File: src/hdl/assert_macros.svh
// Assertion macros shared by the line generator RTL.
`ifndef ASSERT_MACROS_SVH
`define ASSERT_MACROS_SVH
`ifndef SYNTHESIS
// Check a clocked property, suspended while reset is low.
`define ASSERT_AT(lbl, clk, rst_n, prop) \
  lbl: assert property (@(posedge clk) disable iff (!(rst_n)) (prop)) \
    else $error("%m: property violated");
// Check that a condition never holds at a clock edge outside reset.
`define ASSERT_NEVER(lbl, clk, rst_n, cond) \
  lbl: assert property (@(posedge clk) disable iff (!(rst_n)) !(cond)) \
    else $error("%m: forbidden condition seen");
`else
`define ASSERT_AT(lbl, clk, rst_n, prop)
`define ASSERT_NEVER(lbl, clk, rst_n, cond)
`endif
`endif

File: src/hdl/dda_pkg.sv
// Shared types and codes of the DDA line point generator.
package dda_pkg;

  // Request command codes
  typedef enum logic {
    CMD_START   = 1'b0,
    CMD_ADVANCE = 1'b1
  } cmd_e;

  // Control from the sequencer to the shared divider
  typedef struct packed {
    logic start;
  } dda_div_req_t;

  // Status from the shared divider back to the sequencer
  typedef struct packed {
    logic busy;
    logic done;
  } dda_div_rsp_t;

endpackage

File: src/hdl/dda_if.sv
// Valid/ready channel interfaces for line requests and plotted points.
interface dda_in_if #(
  parameter int COORD_BITS = 11
);
  logic                         valid;
  logic                         ready;
  logic                         command;
  logic signed [COORD_BITS-1:0] start_x;
  logic signed [COORD_BITS-1:0] start_y;
  logic signed [COORD_BITS-1:0] end_x;
  logic signed [COORD_BITS-1:0] end_y;

  modport source (output valid, command, start_x, start_y, end_x, end_y, input ready);
  modport sink   (input valid, command, start_x, start_y, end_x, end_y, output ready);
endinterface

interface dda_out_if #(
  parameter int COORD_BITS = 11
);
  logic                         valid;
  logic                         ready;
  logic signed [COORD_BITS-1:0] point_x;
  logic signed [COORD_BITS-1:0] point_y;
  logic                         last_point;

  modport source (output valid, point_x, point_y, last_point, input ready);
  modport sink   (input valid, point_x, point_y, last_point, output ready);
endinterface

File: src/hdl/dda_div.sv
// Shared restoring divider: one quotient bit per cycle for the step increments.
`include "assert_macros.svh"

module dda_div
  import dda_pkg::*;
#(
  parameter int COORD_BITS = 11,
  parameter int FRAC_BITS  = 16
) (
  input  logic                  clk_i,
  input  logic                  rst_ni,
  input  dda_div_req_t          req_i,
  input  logic [COORD_BITS-1:0] dividend_i,
  input  logic [COORD_BITS-1:0] divisor_i,
  output dda_div_rsp_t          rsp_o,
  output logic [FRAC_BITS:0]    quotient_o
);

  localparam int RemW = COORD_BITS + 1;
  localparam int CntW = $clog2(FRAC_BITS + 1);

  logic                  busy_q;
  logic                  done_q;
  logic [CntW-1:0]       cnt_q;
  logic [RemW-1:0]       rem_q;
  logic [COORD_BITS-1:0] divisor_q;
  logic [FRAC_BITS:0]    quo_q;

  logic [RemW-1:0]       div_ext;
  logic [RemW-1:0]       diff;
  logic                  ge;
  logic [RemW-1:0]       rem_kept;

  // Trial subtract: the one arithmetic unit shared by both divisions
  assign div_ext  = {1'b0, divisor_q};
  assign ge       = rem_q >= div_ext;
  assign diff     = rem_q - div_ext;
  assign rem_kept = ge ? diff : rem_q;

  // Load operands, then shift in one quotient bit per cycle
  always_ff @(posedge clk_i or negedge rst_ni) begin
    if (!rst_ni) begin
      busy_q <= 1'b0;
      done_q <= 1'b0;
      cnt_q  <= '0;
    end else if (req_i.start) begin
      busy_q <= 1'b1;
      done_q <= 1'b0;
      cnt_q  <= CntW'(FRAC_BITS);
    end else if (busy_q) begin
      if (cnt_q == '0) begin
        busy_q <= 1'b0;
        done_q <= 1'b1;
      end else begin
        cnt_q <= cnt_q - 1'b1;
      end
    end else begin
      done_q <= 1'b0;
    end
  end

  // Datapath registers
  always_ff @(posedge clk_i) begin
    if (req_i.start) begin
      rem_q     <= {1'b0, dividend_i};
      divisor_q <= divisor_i;
      quo_q     <= '0;
    end else if (busy_q) begin
      rem_q <= {rem_kept[RemW-2:0], 1'b0};
      quo_q <= {quo_q[FRAC_BITS-1:0], ge};
    end
  end

  assign rsp_o.busy = busy_q;
  assign rsp_o.done = done_q;
  assign quotient_o = quo_q;

  `ASSERT_AT(a_done_single, clk_i, rst_ni, done_q |=> !done_q)
  `ASSERT_NEVER(a_done_while_busy, clk_i, rst_ni, done_q && busy_q)
  `ASSERT_AT(a_rem_bound, clk_i, rst_ni, busy_q |-> (rem_q < {divisor_q, 1'b0}))

endmodule

File: src/hdl/dda_line_point_generator_top.sv
// Top level of the DDA line point generator: sequencer, accumulators, output register.
//
// Usage:
//   cmd_i carries requests. A start request (command 0) holds both endpoints
//   and returns the start point at once; the block then works out the x and
//   y step increments on one shared divider and takes no request meanwhile.
//   Each advance request (command 1) returns the next point until the line's
//   n+1 points (n = max(|dx|,|dy|)) have been given; the last one carries
//   last_point. An advance with no line in progress returns nothing.
//   A start request drops any line in progress.
// Timing:
//   A point enters the output register on the edge that accepts its request.
//   An advance keeps the sequencer idle. A start on a line of nonzero length keeps
//   cmd_i.ready low while the shared divider runs two divisions of FRAC_BITS+1
//   quotient bits, x then y, each followed by a hand-over of the result; a
//   start on a line of zero length launches no division.
// Stalls and reset:
//   pt_o holds its point while pt_o.ready is low; a request is taken only
//   when the output register is empty or being emptied in the same cycle.
//   Reset empties the output register and ends any line in progress.
`include "assert_macros.svh"

module dda_line_point_generator_top
  import dda_pkg::*;
#(
  parameter int COORD_BITS = 11,
  parameter int FRAC_BITS  = 16
) (
  input  logic       clk_i,
  input  logic       rst_ni,
  dda_in_if.sink     cmd_i,
  dda_out_if.source  pt_o
);

  localparam int AccW = COORD_BITS + FRAC_BITS + 1;
  localparam int IncW = FRAC_BITS + 2;
  localparam int DW   = COORD_BITS + 1;

  typedef enum logic [1:0] {
    S_IDLE,
    S_DIV_X,
    S_DIV_Y
  } state_e;

  state_e state_q, state_d;

  logic signed [AccW-1:0] acc_x_q, acc_x_d;
  logic signed [AccW-1:0] acc_y_q, acc_y_d;
  logic signed [IncW-1:0] inc_x_q, inc_x_d;
  logic signed [IncW-1:0] inc_y_q, inc_y_d;
  logic [COORD_BITS-1:0]  points_left_q, points_left_d;
  logic                   line_active_q, line_active_d;
  logic [COORD_BITS-1:0]  mag_y_q, mag_y_d;
  logic                   neg_x_q, neg_x_d;
  logic                   neg_y_q, neg_y_d;

  logic                   out_valid_q, out_valid_d;
  logic [COORD_BITS-1:0]  out_x_q, out_x_d;
  logic [COORD_BITS-1:0]  out_y_q, out_y_d;
  logic                   out_last_q, out_last_d;

  logic                   accept;
  logic                   is_adv;
  logic [DW-1:0]          dx;
  logic [DW-1:0]          dy;
  logic [DW-1:0]          dx_neg;
  logic [DW-1:0]          dy_neg;
  logic [COORD_BITS-1:0]  ax;
  logic [COORD_BITS-1:0]  ay;
  logic [COORD_BITS-1:0]  n_in;

  dda_div_req_t           div_req;
  dda_div_rsp_t           div_rsp;
  logic [COORD_BITS-1:0]  div_dividend;
  logic [COORD_BITS-1:0]  div_divisor;
  logic [FRAC_BITS:0]     div_quo;
  logic [IncW-1:0]        quo_ext;

  // Round a fixed-point accumulator toward zero and keep the coordinate bits
  function automatic logic [COORD_BITS-1:0] coord_of(input logic [AccW-1:0] a);
    logic [DW-1:0] fl;
    logic          up;
    fl = a[AccW-1:FRAC_BITS];
    up = a[AccW-1] & (|a[FRAC_BITS-1:0]);
    coord_of = COORD_BITS'(fl + DW'(up));
  endfunction

  // Request handshake: take a request only when idle and the output slot frees
  assign cmd_i.ready = (state_q == S_IDLE) && (!out_valid_q || pt_o.ready);
  assign accept      = cmd_i.valid && cmd_i.ready;
  assign is_adv      = cmd_e'(cmd_i.command) == CMD_ADVANCE;

  // Line extent from the endpoints
  assign dx     = {cmd_i.end_x[COORD_BITS-1], cmd_i.end_x}
                - {cmd_i.start_x[COORD_BITS-1], cmd_i.start_x};
  assign dy     = {cmd_i.end_y[COORD_BITS-1], cmd_i.end_y}
                - {cmd_i.start_y[COORD_BITS-1], cmd_i.start_y};
  assign dx_neg = -dx;
  assign dy_neg = -dy;
  assign ax     = dx[DW-1] ? dx_neg[COORD_BITS-1:0] : dx[COORD_BITS-1:0];
  assign ay     = dy[DW-1] ? dy_neg[COORD_BITS-1:0] : dy[COORD_BITS-1:0];
  assign n_in   = (ax > ay) ? ax : ay;

  assign quo_ext = {1'b0, div_quo};

  // Sequencer and accumulator update
  always_comb begin
    state_d       = state_q;
    acc_x_d       = acc_x_q;
    acc_y_d       = acc_y_q;
    inc_x_d       = inc_x_q;
    inc_y_d       = inc_y_q;
    points_left_d = points_left_q;
    line_active_d = line_active_q;
    mag_y_d       = mag_y_q;
    neg_x_d       = neg_x_q;
    neg_y_d       = neg_y_q;
    out_valid_d   = out_valid_q && !pt_o.ready;
    out_x_d       = out_x_q;
    out_y_d       = out_y_q;
    out_last_d    = out_last_q;
    div_req.start = 1'b0;
    div_dividend  = ax;
    div_divisor   = n_in;

    unique case (state_q)
      S_IDLE: begin
        if (accept && !is_adv) begin
          // Start: load the start point and, for a line of nonzero length, launch the x division
          acc_x_d       = {cmd_i.start_x[COORD_BITS-1], cmd_i.start_x, {FRAC_BITS{1'b0}}};
          acc_y_d       = {cmd_i.start_y[COORD_BITS-1], cmd_i.start_y, {FRAC_BITS{1'b0}}};
          inc_x_d       = '0;
          inc_y_d       = '0;
          points_left_d = n_in;
          line_active_d = n_in != '0;
          mag_y_d       = ay;
          neg_x_d       = dx[DW-1];
          neg_y_d       = dy[DW-1];
          out_valid_d   = 1'b1;
          out_x_d       = coord_of(acc_x_d);
          out_y_d       = coord_of(acc_y_d);
          out_last_d    = n_in == '0;
          if (n_in != '0) begin
            div_req.start = 1'b1;
            state_d       = S_DIV_X;
          end
        end else if (accept && line_active_q) begin
          // Advance: step both accumulators by one increment
          acc_x_d       = acc_x_q + {{(AccW-IncW){inc_x_q[IncW-1]}}, inc_x_q};
          acc_y_d       = acc_y_q + {{(AccW-IncW){inc_y_q[IncW-1]}}, inc_y_q};
          points_left_d = points_left_q - 1'b1;
          line_active_d = points_left_d != '0;
          out_valid_d   = 1'b1;
          out_x_d       = coord_of(acc_x_d);
          out_y_d       = coord_of(acc_y_d);
          out_last_d    = points_left_d == '0;
        end
      end
      S_DIV_X: begin
        // Take the x increment, reuse the divider for y
        div_dividend = mag_y_q;
        div_divisor  = points_left_q;
        if (div_rsp.done) begin
          inc_x_d       = neg_x_q ? -quo_ext : quo_ext;
          div_req.start = 1'b1;
          state_d       = S_DIV_Y;
        end
      end
      S_DIV_Y: begin
        if (div_rsp.done) begin
          inc_y_d = neg_y_q ? -quo_ext : quo_ext;
          state_d = S_IDLE;
        end
      end
      default: begin
        state_d = S_IDLE;
      end
    endcase
  end

  // Control state
  always_ff @(posedge clk_i or negedge rst_ni) begin
    if (!rst_ni) begin
      state_q       <= S_IDLE;
      points_left_q <= '0;
      line_active_q <= 1'b0;
      out_valid_q   <= 1'b0;
    end else begin
      state_q       <= state_d;
      points_left_q <= points_left_d;
      line_active_q <= line_active_d;
      out_valid_q   <= out_valid_d;
    end
  end

  // Payload state
  always_ff @(posedge clk_i) begin
    acc_x_q    <= acc_x_d;
    acc_y_q    <= acc_y_d;
    inc_x_q    <= inc_x_d;
    inc_y_q    <= inc_y_d;
    mag_y_q    <= mag_y_d;
    neg_x_q    <= neg_x_d;
    neg_y_q    <= neg_y_d;
    out_x_q    <= out_x_d;
    out_y_q    <= out_y_d;
    out_last_q <= out_last_d;
  end

  dda_div #(
    .COORD_BITS (COORD_BITS),
    .FRAC_BITS  (FRAC_BITS)
  ) u_div (
    .clk_i      (clk_i),
    .rst_ni     (rst_ni),
    .req_i      (div_req),
    .dividend_i (div_dividend),
    .divisor_i  (div_divisor),
    .rsp_o      (div_rsp),
    .quotient_o (div_quo)
  );

  // Drive the point channel
  assign pt_o.valid      = out_valid_q;
  assign pt_o.point_x    = out_x_q;
  assign pt_o.point_y    = out_y_q;
  assign pt_o.last_point = out_last_q;

  `ASSERT_AT(a_active_matches_count, clk_i, rst_ni, line_active_q == (points_left_q != '0))
  `ASSERT_AT(a_done_in_div_state, clk_i, rst_ni,
             div_rsp.done |-> (state_q == S_DIV_X || state_q == S_DIV_Y))
  `ASSERT_NEVER(a_start_while_busy, clk_i, rst_ni, div_req.start && div_rsp.busy)
  `ASSERT_AT(a_y_done_to_idle, clk_i, rst_ni,
             (state_q == S_DIV_Y && div_rsp.done) |=> state_q == S_IDLE)

endmodule

File: src/flat_wrapper.sv
// flat-port wrapper written by rule: the top's interface ports become plain ports
module dda_line_point_generator_top_flat import dda_pkg::*;
#(
  parameter int COORD_BITS = 11,
  parameter int FRAC_BITS  = 16
)
  (clk_i, rst_ni, cmd_i_valid, cmd_i_command, cmd_i_start_x, cmd_i_start_y, cmd_i_end_x, cmd_i_end_y, cmd_i_ready, pt_o_valid, pt_o_point_x, pt_o_point_y, pt_o_last_point, pt_o_ready);
  dda_in_if #(.COORD_BITS(COORD_BITS)) cmd_i_i ();
  dda_out_if #(.COORD_BITS(COORD_BITS)) pt_o_i ();
  input  logic clk_i;
  input  logic rst_ni;
  input wire logic [$bits(cmd_i_i.valid)-1:0] cmd_i_valid;
  input wire logic [$bits(cmd_i_i.command)-1:0] cmd_i_command;
  input wire logic [$bits(cmd_i_i.start_x)-1:0] cmd_i_start_x;
  input wire logic [$bits(cmd_i_i.start_y)-1:0] cmd_i_start_y;
  input wire logic [$bits(cmd_i_i.end_x)-1:0] cmd_i_end_x;
  input wire logic [$bits(cmd_i_i.end_y)-1:0] cmd_i_end_y;
  output wire logic [$bits(cmd_i_i.ready)-1:0] cmd_i_ready;
  output wire logic [$bits(pt_o_i.valid)-1:0] pt_o_valid;
  output wire logic [$bits(pt_o_i.point_x)-1:0] pt_o_point_x;
  output wire logic [$bits(pt_o_i.point_y)-1:0] pt_o_point_y;
  output wire logic [$bits(pt_o_i.last_point)-1:0] pt_o_last_point;
  input wire logic [$bits(pt_o_i.ready)-1:0] pt_o_ready;
  assign cmd_i_i.valid = cmd_i_valid;
  assign cmd_i_i.command = cmd_i_command;
  assign cmd_i_i.start_x = cmd_i_start_x;
  assign cmd_i_i.start_y = cmd_i_start_y;
  assign cmd_i_i.end_x = cmd_i_end_x;
  assign cmd_i_i.end_y = cmd_i_end_y;
  assign cmd_i_ready = cmd_i_i.ready;
  assign pt_o_valid = pt_o_i.valid;
  assign pt_o_point_x = pt_o_i.point_x;
  assign pt_o_point_y = pt_o_i.point_y;
  assign pt_o_last_point = pt_o_i.last_point;
  assign pt_o_i.ready = pt_o_ready;
  dda_line_point_generator_top #(.COORD_BITS(COORD_BITS), .FRAC_BITS(FRAC_BITS)) u_core (.clk_i(clk_i), .rst_ni(rst_ni), .cmd_i(cmd_i_i), .pt_o(pt_o_i));
endmodule
File: config.mk
export PLATFORM = sky130hd
export DESIGN_NAME = dda_line_point_generator_top_flat
export DESIGN_NICKNAME = d
export VERILOG_FILES = /design/src/hdl/dda_pkg.sv /design/src/hdl/dda_if.sv /design/src/hdl/dda_div.sv /design/src/hdl/dda_line_point_generator_top.sv /design/src/flat_wrapper.sv
export VERILOG_INCLUDE_DIRS = /design/src /design/src/hdl
export SDC_FILE = /design/constraint.sdc
export NUM_CORES = 1
export LEC_CHECK = 0
export BUFFER_PORTS_ARGS = -buffer_cell sky130_fd_sc_hd__buf_2
export CELL_PAD_IN_SITES_DETAIL_PLACEMENT = 0
export CELL_PAD_IN_SITES_GLOBAL_PLACEMENT = 1
export CORE_MARGIN = 2
export CORE_UTILIZATION = 35
export CTS_BUF_LIST = sky130_fd_sc_hd__clkbuf_8 sky130_fd_sc_hd__clkbuf_16
export DETAILED_ROUTE_END_ITERATION = 8
export PLACE_DENSITY_LB_ADDON = 0.1
export RECOVER_POWER = 50
export SYNTH_ARGS = -nofsm -noshare
export SYNTH_HDL_FRONTEND = slang
export SYNTH_SLANG_ARGS = --single-unit
File: constraint.sdc
create_clock -name clk_i -period 4.7 [get_ports clk_i]
set_input_delay 0.705 -clock clk_i [delete_from_list [all_inputs] [get_ports clk_i]]
set_output_delay 0.705 -clock clk_i [all_outputs]
set_load 0.01 [all_outputs]
### Word-level counts from Yosys, hierarchy flattened

Cells that the tools add are included.

| word-level totals | value |
|---|---|
| flip-flop bits (word level) | 190 |
| input bits | 49 |
| output and inout port bits | 25 |
| logic and storage cells | 124 |

| operators by class | value |
|---|---|
| add/subtract/negate cells | 12 |
| order comparisons | 2 |
| eq/ne operators | 8 |
| muxes and demuxes | 50 |
| bitwise operators | 2 |
| reduce and logical (&&, ||, !) cells | 27 |

Operator list:

| cell | number |
|---|---|
| 11-bit 2-to-1 mux | 14 |
| 28-bit 2-to-1 mux | 4 |
| 18-bit 2-to-1 mux | 5 |
| 18-bit case mux with 2 select lines | 2 |
| 28-bit adder | 2 |
| 16-bit OR reduction | 2 |
| 11-bit by 11-bit subtractor with 12-bit output | 2 |
| 11-bit by 1-bit adder with 11-bit output | 2 |
| 11-bit logical NOT | 2 |
| 11-bit negation | 2 |
| 11-bit nonzero test | 2 |
| 17-bit negation with 18-bit output | 1 |
| 1-bit 2-to-1 mux | 16 |
| 5-bit 2-to-1 mux | 3 |
| 12-bit by 11-bit greater-or-equal comparator with 1-bit output | 1 |
| 11-bit > comparator | 1 |
| 11-bit by 1-bit subtractor with 11-bit output (second input constant) | 1 |
| 11-bit subtractor | 1 |
| 2-bit 2-to-1 mux | 4 |
| 2-bit inequality test (second input constant) | 4 |
| 2-bit nonzero test | 4 |
| 2-bit case mux with 3 select lines | 1 |
| 2-bit AND reduction | 3 |
| 3-bit AND reduction | 2 |
| other kinds (13) | 20 |

### Logic depth before layout (Yosys ltp)

| depth | value |
|---|---|
| depth in word-level cells | 11 |
| mapped depth | 24 |
| depth with buffers taken out | 23 |

### Hierarchy

A second synthesis with hierarchy kept.

| second synthesis, totals | value |
|---|---|
| cells, all modules | 1507 |
| area, all modules | 13920.9 um^2 |

By module, submodules not included:

| module | times used | cells each | area each (um^2) | seq. area each (um^2) |
|---|---|---|---|---|
| dda_line_point_generator_top | 1 | 1279 | 11472.3 | 4219.0 |
| dda_div | 1 | 228 | 2448.6 | 1196.1 |

### Worst setup path after synthesis

No wires, ideal clock.

| path | value |
|---|---|
| kind | input port to flip-flop |
| from | input cmd_i_end_x[0] |
| to | register u_core.u_div.rem_q[0] (enable) |
| setup time | 279 ps |
| arrival | 5496 ps |
| required time | 4421 ps |
| slack | -1075 ps |
| stages on the path | 22 |
| path buffers | 0 |
| cells stage by stage | inv_1 ha_1 fa_1 nor2b_1 o22ai_2 xnor2_1 or3_1 or3_1 o21ai_0 xor2_1 inv_1 ha_1 nor2b_1 o21ai_0 o211ai_1 o21a_1 a2111oi_2 a41oi_1 or4_4 nor3b_4 o21ai_2 or2_2 |

| on the way | value |
|---|---|
| word-level cells in the longest chain between the ends | 10 |

Ends and longest elaborated chain:

| item | RTL line | text |
|---|---|---|
| start, declared | flat_wrapper.sv:16 | `input wire logic [$bits(cmd_i_i.end_x)-1:0] cmd_i_end_x;` |
| 11-bit by 11-bit subtractor with 12-bit output * | dda_line_point_generator_top.sv:95 | `- {cmd_i.start_x[COORD_BITS-1], cmd_i.start_x};` |
| 11-bit negation | dda_line_point_generator_top.sv:98 | `assign dx_neg = -dx;` |
| 11-bit 2-to-1 mux * | dda_line_point_generator_top.sv:100 | `assign ax = dx[DW-1] ? dx_neg[COORD_BITS-1:0] : dx[COORD_BITS-1:0];` |
| 11-bit > comparator | dda_line_point_generator_top.sv:102 | `assign n_in = (ax > ay) ? ax : ay;` |
| 11-bit 2-to-1 mux * | dda_line_point_generator_top.sv:102 |  |
| 11-bit nonzero test * | dda_line_point_generator_top.sv:143 | `if (n_in != '0) begin` |
| 1-bit 2-to-1 mux * | dda_line_point_generator_top.sv:143 |  |
| 1-bit 2-to-1 mux * | dda_line_point_generator_top.sv:128 | `if (accept && !is_adv) begin` |
| 1-bit case mux with 2 select lines * | dda_line_point_generator_top.sv:126 | `unique case (state_q)` |
| 2-bit nonzero test (no line) * | -- |  |
| end signal, assigned | dda_div.sv:65 | `rem_q <= {1'b0, dividend_i};` |
| end signal, assigned | dda_div.sv:69 | `rem_q <= {rem_kept[RemW-2:0], 1'b0};` |
| end, declared | dda_div.sv:25 | `logic [RemW-1:0] rem_q;` |

Mark *: on every way between the ends. The rest lies on a longest branch, timed or not.
A chain may end at the register's enable or synchronous reset.

### Final worst setup path

| path | value |
|---|---|
| from | input cmd_i_end_x[0] |
| to | register u_core.u_div.rem_q[10], data pin |

| on the way | value |
|---|---|
| word-level cells in the longest chain between the ends | 10 |
| elaborated cells on any way between the ends | 11 |
| classes of those cells | add/sub: 2; order compare: 1; mux: 7; reduce/logical: 1 |

Ends and longest elaborated chain:

| item | RTL line | text |
|---|---|---|
| 11-bit by 11-bit subtractor with 12-bit output * | dda_line_point_generator_top.sv:95 |  |
| 11-bit negation | dda_line_point_generator_top.sv:98 |  |
| 11-bit 2-to-1 mux * | dda_line_point_generator_top.sv:100 |  |
| 11-bit > comparator | dda_line_point_generator_top.sv:102 |  |
| 11-bit 2-to-1 mux | dda_line_point_generator_top.sv:102 |  |
| 11-bit nonzero test | dda_line_point_generator_top.sv:143 |  |
| 1-bit 2-to-1 mux | dda_line_point_generator_top.sv:143 |  |
| 1-bit 2-to-1 mux | dda_line_point_generator_top.sv:128 |  |
| 1-bit case mux with 2 select lines | dda_line_point_generator_top.sv:126 |  |
| 11-bit 2-to-1 mux * | dda_div.sv:64 | `if (req_i.start) begin` |

Marked as above.

==> results.yml <==
critical_path:
  crit_path_max_incr_delay_ns: 0.57
  path_cells: "buf_8 -> inv_12 -> ha_4 -> fa_2 -> nor2b_2 -> o22ai_2 -> xnor2_2 -> or3_4 -> or3_4 -> o21ai_2 -> xor2_1 -> inv_1 -> ha_1 -> nor2b_4 -> o21ai_1 -> o211ai_1 -> o21a_2 -> a2111oi_4 -> a41oi_1 -> or4_4 -> nor3b_4 -> o21ai_4 -> buf_6 -> mux2i_1"
  cp_common_cell: "or3_4"
  cp_slowest_cell: "or4_4"
  critPathMaxFanout: 7
  cp-start-kind: "primary input"
  critPathKind: "in2reg"
  crit_path_end_kind: "flip-flop"
  arrival_ns: 5.44
  worstPathRequired_ns: 4.90
drt:
  firstDrtPassIters: 6
  viasPerCell: 5.00
  totalWireLength_mm: 38.5
  drc_errors: 0
  final_antenna_net_count: 0
  initialDrtViolationCount: 453
  num_vias: 11510
  wl_per_cell_um: 16.7
global_routing:
  grt_usage_pct: 18.9
  antenna_found_initial: 0
  grt_pass1_wl_mm: 61.1
  grt_remaining_overflow: 0
  grt_pass1_vias: 11355
  grt_start_max_net_pins: 48
clock_tree:
  cts-root-buf: "clkbuf_16"
  insertion_delay_ns: 0.46
  cts-buffers-inserted: 17
  clockBufferDepth: 2
  cts.htree.levels: 4
  cts_hold_buffers: 0
  cts_sinks: 190
  clk_pin_slew_ns: 0.08
  cts_tree: "yes"
power_and_ir_drop:
  clkPwrFrac_pct: 11.6
  power_density_mw_per_mm2: 740
  p_leak_nw: 7.50
  power_w: 0.0129
  internal_power_w: 0.00724
  switching_share_pct: 43.8
  pwr-share-seq_pct: 26.4
  ir_worst_vdd_uv: 299
  combPwrFrac_pct: 62.0
  switchingPower_w: 0.00564
floorplanning:
  fp-row-count: 72
  dieArea_mm2: 0.0412
  coreArea_mm2: 0.0388
  die_y_um: 203
  die_x_um: 203
  start_util_pct: 35.7
  io_pins: 74
yosys:
  synth_warnings: 0
  synthTopCellsByArea: "edfxtp_1, ha_1, xor2_1"
  syn-cell-area_mm2: 0.0139
  yosysTopAreaCellShare_pct: 32.5
  yosysTopAreaCell: "edfxtp_1"
  async_flop_share_pct: 11.6
  synth_fp_nets: 1668
  ys_seq_elements: 190
  synth-edff-count: 150
  syn_inst: 1505
  syn_avg_cell_area_um2: 9.20
  synth_seq_area_share_pct: 39.1
  netlist-cell-type-count: 83
  synth_top_flop_cell: "edfxtp_1"
timing:
  setup_viol: 61
  rsz0062_at_grt: "yes"
  finalCritPeriodShare_pct: 111
  slew_headroom_pct: -16.1
  setup_slack_ns: -0.538
  clock_skew_ns: 0.0114
  finalHoldViolations: 0
  maxSlewViolCount: 41
  period_needed_ns: 5.24
  max_slew.worst_pin.slew_ns: 1.74
  max_freq_mhz: 191
  fin_setup_tns_ns: -29.82
place:
  gp_congestion: 0.864
  dpl.hpwl_mm: 29.8
  pre_cts_slack_ns: -1.22
  dp.cells: 2254
  port_buffers: 73
layout:
  drive_gt1_share_pct: 21.6
  finalNonFillerCells: 2304
  fin_nets: 1936
  syn2layout_area_growth_pct: 25.7
  fillers: 3885
  diodes: 0
run:
  max-cap-violations: 1
status:
  violations: "max-capacitance violations, max-slew violations, negative setup slack"
  status: "finished, violations left"
hold_path:
  hold_path.class: "reg2reg"
## synth_stat cells (32+ instances only)
cell type	number
inv_1	88
a21o_1	32
edfxtp_1	150
nor2_1	161
mux2i_1	36
ha_1	109
xor2_1	78
a21oi_1	98
xnor2_1	70
clkbuf_1	42
nand2_1	166
o21ai_0	95
## critical path, delay by kind of cell
| kind | cells | cell delay, ns |
|---|---|---|
| AND/OR/NAND/NOR | 6 | 1.81 |
| AO/OA/AOI/OAI | 8 | 1.17 |
| adder cells (fa/ha/maj) | 3 | 0.86 |
| buffers and inverters | 4 | 0.37 |
| XOR/XNOR | 2 | 0.37 |
| multiplexers | 1 | 0.13 |
## sequential cells by signal, indices dropped and copies added, names as in the netlist, 11 cells and up
signal and cells:
u_core.u_div.divisor_q 11, u_core.acc_y_q 28, u_core.pt_o.point_x 11, u_core.inc_x_q 18, u_core.acc_x_q 28, u_core.inc_y_q 18, u_core.mag_y_q 11, u_core.u_div.quotient_o 17
u_core.u_div.rem_q 12, u_core.points_left_q 11, u_core.pt_o.point_y 11
## area by class of cell
class | instances | area (um^2) | share of cell area (%)
clock buffer | 17 | 425 | 2.44
tap | 518 | 648 | 3.72
multi-input combinational | 1178 | 8300 | 47.7
sequential | 190 | 5420 | 31.1
inverter | 88 | 343 | 1.97
clock inverter | 15 | 174 | 0.999
timing repair buffer | 298 | 2100 | 12.1
## metal layers
layer | track usage, % | up-vias | wire, um
met3 | 2.28 | 30 | 724
met2 | 31.6 | 115 | 18300
li1 | - | 5906 | -
met4 | 4.22 | 0 | 473
met5 | 0 | - | 0
met1 | 26.2 | 5459 | 19000
## worst paths after layout
path | startpoint | endpoint | slack (ns) | cells after the start
min in group asynchronous | rst_ni | u_core.points_left_q[4] | 0.58 | 1
max in group asynchronous | rst_ni | u_core.pt_o.valid | 3.26 | 1
min reg2reg | u_core.u_div.rem_q[11] | u_core.u_div.rem_q[11] | 0.48 | 2
max reg2reg | u_core.inc_x_q[17] | u_core.pt_o.point_x[8] | 0.23 | 19
max | cmd_i_end_x[0] | u_core.u_div.rem_q[10] | -0.54 | 24
min | u_core.u_div.rem_q[11] | u_core.u_div.rem_q[11] | 0.48 | 2
## power groups by stage
stage | Clock, W | Sequential, W | Combinational (W)
global placement | 0 | 0.00342 | 0.00755
finish | 0.00149 | 0.00340 | 0.00799
global route | 0.00159 | 0.00348 | 0.00899
CTS | 0.00153 | 0.00339 | 0.00781
floorplan | 0 | 0.00332 | 0.00519
detailed placement | 0 | 0.00342 | 0.00757
## cell usage in the layout, fill, tap and decap left out, drive strengths merged, types with 7 or more instances in the layout
| cell type | n |
|---|---|
| nor3 | 29 |
| xor2 | 78 |
| nand2b | 14 |
| or2 | 11 |
| a21oi | 98 |
| o21a | 11 |
| nand2 | 166 |
| nand4 | 9 |
| nor2b | 19 |
| inv | 94 |
| or4 | 8 |
| or3 | 24 |
| xnor2 | 70 |
| and3 | 12 |
| nand3 | 30 |
| a211oi | 10 |
| edfxtp | 150 |
| o21ai | 96 |
| mux2 | 11 |
| dfrtp | 22 |
| o21bai | 8 |
| ha | 109 |
| a31oi | 7 |
| nor2 | 161 |
| and2 | 20 |
| dfxtp | 18 |
| o211ai | 10 |
| buf | 254 |
| a21o | 32 |
| mux2i | 36 |
| nor4 | 9 |
| clkbuf | 61 |
## kinds of logic after synthesis
family	Yosys count	share of synthesized area, %
flops	190	39.1
xor+xnor	149	9.52
simple gates	536	18.4
mux	47	3.52
compound gates	331	15.0
buf+inv	138	3.87
fa+ha+maj	114	10.6
## metrics by stage
| stage | util, % | hold slack [ns] | instance area (um^2) |
|---|---|---|---|
| after floorplan | - | 0.409 | 13900 |
| after global routing | 44.9 | 0.517 | 17400 |
| after global placement | 42.1 | 0.469 | 16300 |
| after CTS | 44.1 | 0.258 | 17100 |
| after detailed placement | 42.1 | 0.469 | 16300 |
| final | 44.9 | 0.479 | 17400 |
## repair_timing
item | 4_1_cts | 5_1_grt
setup buffers | 7 | 7
pin swaps | 12 | 32
cloned | 1 | 3
gates resized for setup | 24 | 53
endpoints found under the setup margin | 64 | 78
(Power assumes the default switching activity.)
